[src/hdl/hrr_ram.sv]
module hrr_ram #(
   parameter int WIDTH = 8,
   parameter int DEPTH = 64
) (
   input  logic                     clock,
   input  logic                     wr_en,
   input  logic [$clog2(DEPTH)-1:0] wr_addr,
   input  logic [WIDTH-1:0]         wr_data,
   input  logic [$clog2(DEPTH)-1:0] rd_addr,
   output logic [WIDTH-1:0]         rd_data
);

   logic [WIDTH-1:0] mem_ff [DEPTH];
   logic [WIDTH-1:0] rd_data_ff;

   // one write port, one registered read port
   always_ff @(posedge clock) begin
      if (wr_en) begin
         mem_ff[wr_addr] <= wr_data;
      end
      rd_data_ff <= mem_ff[rd_addr];
   end

   assign rd_data = rd_data_ff;

endmodule

[config.mk]
export PLATFORM = sky130hd
export DESIGN_NAME = hrr_ram
export DESIGN_NICKNAME = d
export VERILOG_FILES = /design/src/hdl/hrr_ram.sv
export SDC_FILE = /design/constraint.sdc
export NUM_CORES = 1
export LEC_CHECK = 0
export BUFFER_PORTS_ARGS = -buffer_cell sky130_fd_sc_hd__buf_2
export CORE_UTILIZATION = 55
export CTS_CLUSTER_SIZE = 20
export DETAILED_ROUTE_END_ITERATION = 7
export PLACE_DENSITY = 0.82
export SETUP_SLACK_MARGIN = 0.02
export SYNTH_ARGS = -nofsm -noshare
export SYNTH_HDL_FRONTEND = slang
export SYNTH_SLANG_ARGS = --single-unit
[constraint.sdc]
create_clock -name clock -period 3.4 [get_ports clock]
set_input_delay 0.17 -clock clock [delete_from_list [all_inputs] [get_ports clock]]
set_output_delay 0.17 -clock clock [all_outputs]
set_load 0.05 [all_outputs]
==> run_results.csv <==
group,metric,value,unit
drt,vias,9834,
global_route,grt_pass1_wl,65.7,mm
global_route,first_global_vias,10000,
worst_setup_path,cp_max_fo,1,
sta,finalSetupViolCount,0,
sta,rsz0062_at_grt,"no",
synthesis,synthArstFlopShare,0,
worst_setup_path,worstPathArrival,2.52,ns
final_layout,regArea,15500,um^2
synthesis,synth_commonest_cells,"edfxtp_1, mux4_2, nor2_1",
clock_tree,tritoncts,"yes",
global_route,antenna_found_initial,1,
drt,final_antenna_net_count,0,
floorplanning,die_area,37400,um^2
clock_tree,clk_latency,0.56,ns
synthesis,avgSynthCellArea,21.5,um^2
clock_tree,postCtsSetupRepairBufs,0,
sta,slew-limit-headroom,0.168,
sta,finalHoldViolCount,0,
synthesis,syn_nets,962,
clock_tree,cts_resized,0,
pwr,power.density,590,nW/um^2
worst_setup_path,crit_type,"register to register",
final_layout,post-route-cell-area,22300,um^2
final_layout,area_growth,10.8,%
global_route,grt.total_usage,0.241,
final_layout,fin_nets,1012,
pwr,power,13.2,mW
sta,tns,0,ns
clock_tree,path_clk_slew,0.06,ns
worst_setup_path,start_kind,"register",
clock_tree,cts_hold_buf,0,
sta,fmax,480,MHz
place,dp.cells,1400,
min_path,hold_path.class,"input pin to register",
clock_tree,htree_levels,2,
drt,finalWirelength,44.1,mm
synthesis,synth_top_cell_by_area,"edfxtp_1",
place,gp_congestion,0.834,
drt,drc_errors,2,
drt,drtIter0Drc,1462,
sta,tightest_slew,1.25,ns
floorplanning,boundaryPins,30,
final_layout,multi_input_area,4320,um^2
drt,drtPass1Iterations,8,
global_route,grt_max_degree,65,
worst_setup_path,cp-end-kind,"register",
clock_tree,clockBufferDepth,3,
global_route,overflow,0,
place,placed_area,20800,um^2
synthesis,synth-seq-cells,520,
clock_tree,ctsRootBufferMaster,"clkbuf_16",
pwr,leakage,6.94,nW
final_layout,fill_cells,2264,
floorplanning,die_h,193,um
synthesis,synth_edf_count,512,
sta,fin_crit,2.08,ns
status,status,"finished, violations left",
status,violations,"design-rule violations",
sta,timing.final.crit_share,0.612,
place,port_buffers,29,
floorplanning,start_util,0.563,
final_layout,drive_gt1_frac,0.251,
sta,slew_violations,0,
synthesis,synth_cell_types,40,
final_layout,final_cells,1489,
synthesis,ys_top_cells_by_area,"edfxtp_1, mux4_2, nor2_1",
sta,clock_skew,0.0118,ns
floorplanning,fp.coreArea,35800,um^2
drt,post_drt_wl_per_cell,29.6,um
drt,post_drt_via_cell_ratio,6.60,
floorplanning,dieWidth,193,um
run,maxCapViolations,0,
synthesis,ys_warn_count,0,
synthesis,yosysMostFrequentCell,"edfxtp_1",
clock_tree,numCtsBuffers,49,
floorplanning,std_cell_rows,69,
synthesis,synth_cells,940,
clock_tree,clock_sinks,520,
synthesis,syn_area,20200,um^2
place,dp_hpwl,25.8,mm
worst_setup_path,critPathRequiredTime,3.83,ns
synthesis,synth.top_cell.area_share,0.762,
synthesis,synthFlopType,"edfxtp_1",
synthesis,yosysSeqAreaShare,0.770,
pwr,vdd_ir_drop_max,0.000413,V
==> metal layers <==
layer | vias up | global-route usage | wire [um] | share of wire
met5 | - | 0 | 0 | 0
met4 | 0 | 0.0868 | 1430 | 0.033
met3 | 106 | 0.0452 | 4670 | 0.11
met2 | 663 | 0.384 | 21400 | 0.49
met1 | 5049 | 0.340 | 16500 | 0.37
li1 | 4016 | - | - | -
==> cell type report <==
cell class                      count  share of cell area
Antenna cell                        1            0.000112
Clock buffer                       62              0.0571
Clock inverter                     26              0.0125
Multi-Input combinational cell    369               0.193
Sequential cell                   520               0.695
Tap cell                          461              0.0258
Timing Repair Buffer               50              0.0159
==> final timing paths <==
kind                      startpoint                 end  cells after the start  slack (ns)
max          mem_ff[20][4]$_DFFE_PP_  rd_data[4]$_DFF_P_                      5        1.32
min                       rd_addr[5]  rd_data[1]$_DFF_P_                      3        0.07
max reg2reg  mem_ff[20][4]$_DFFE_PP_  rd_data[4]$_DFF_P_                      5        1.32
min reg2reg  mem_ff[18][2]$_DFFE_PP_  rd_data[2]$_DFF_P_                      4        0.84
==> power breakdown <==
part | internal [mW] | switching [mW] | leakage (nW) | total (mW)
Clock | 3.10 | 2.27 | 0.756 | 5.38
Combinational | 0.242 | 0.441 | 1.52 | 0.683
Sequential | 7.10 | 0.0247 | 4.67 | 7.12
Total | 10.4 | 2.74 | 6.94 | 13.2
==> kinds of logic (layout without fill, tap and decap cells) <==
kind of cell,count (synthesis),in the layout,share of synthesized area
and+or+nand+nor,153,153,0.0339
DFF,520,520,0.770
other,0,1,0
muxes,162,162,0.159
AOI/OAI and AO/OA,54,54,0.0207
buffers and inverters,51,138,0.0157
==> layout by cell type, fill, tap and decap left out, drive strengths merged, types with 4 or more instances in the layout <==
cell type	netlist	final
bufinv	0	6
clkbuf	17	63
o22ai	8	8
clkinv	0	18
mux2i	23	23
a211oi	4	4
mux2	13	13
o21ai	4	4
buf	34	49
edfxtp	512	512
nor2	83	83
o221ai	8	8
nand2b	7	7
mux4	126	126
nand3	13	13
dfxtp	8	8
a221oi	6	6
nand2	19	19
nor2b	14	14
nor3	7	7
==> worst max-delay path, stage by stage (launching register included) <==
cell      delay [ns]
edfxtp_1        0.38
mux4_2          0.46
mux2_2          0.30
o221a_2         0.30
nor3_1          0.37
o32ai_1         0.14
==> registers in the layout, indices dropped and copies added, names as in the netlist <==
signal	cells
mem_ff	512
rd_data	8
==> per-stage QoR <==
step	worst slack [ns]	hold WS, ns	utilization
final	1.32	0.0651	0.623
after global routing	1.26	0.0573	0.623
after CTS	1.28	0.0327	0.623
after detailed placement	0.722	0.597	0.580
after global placement	0.761	0.597	0.580
after floorplan	1.56	0.269	-
No activity file was read; power rests on OpenSTA's default activity.
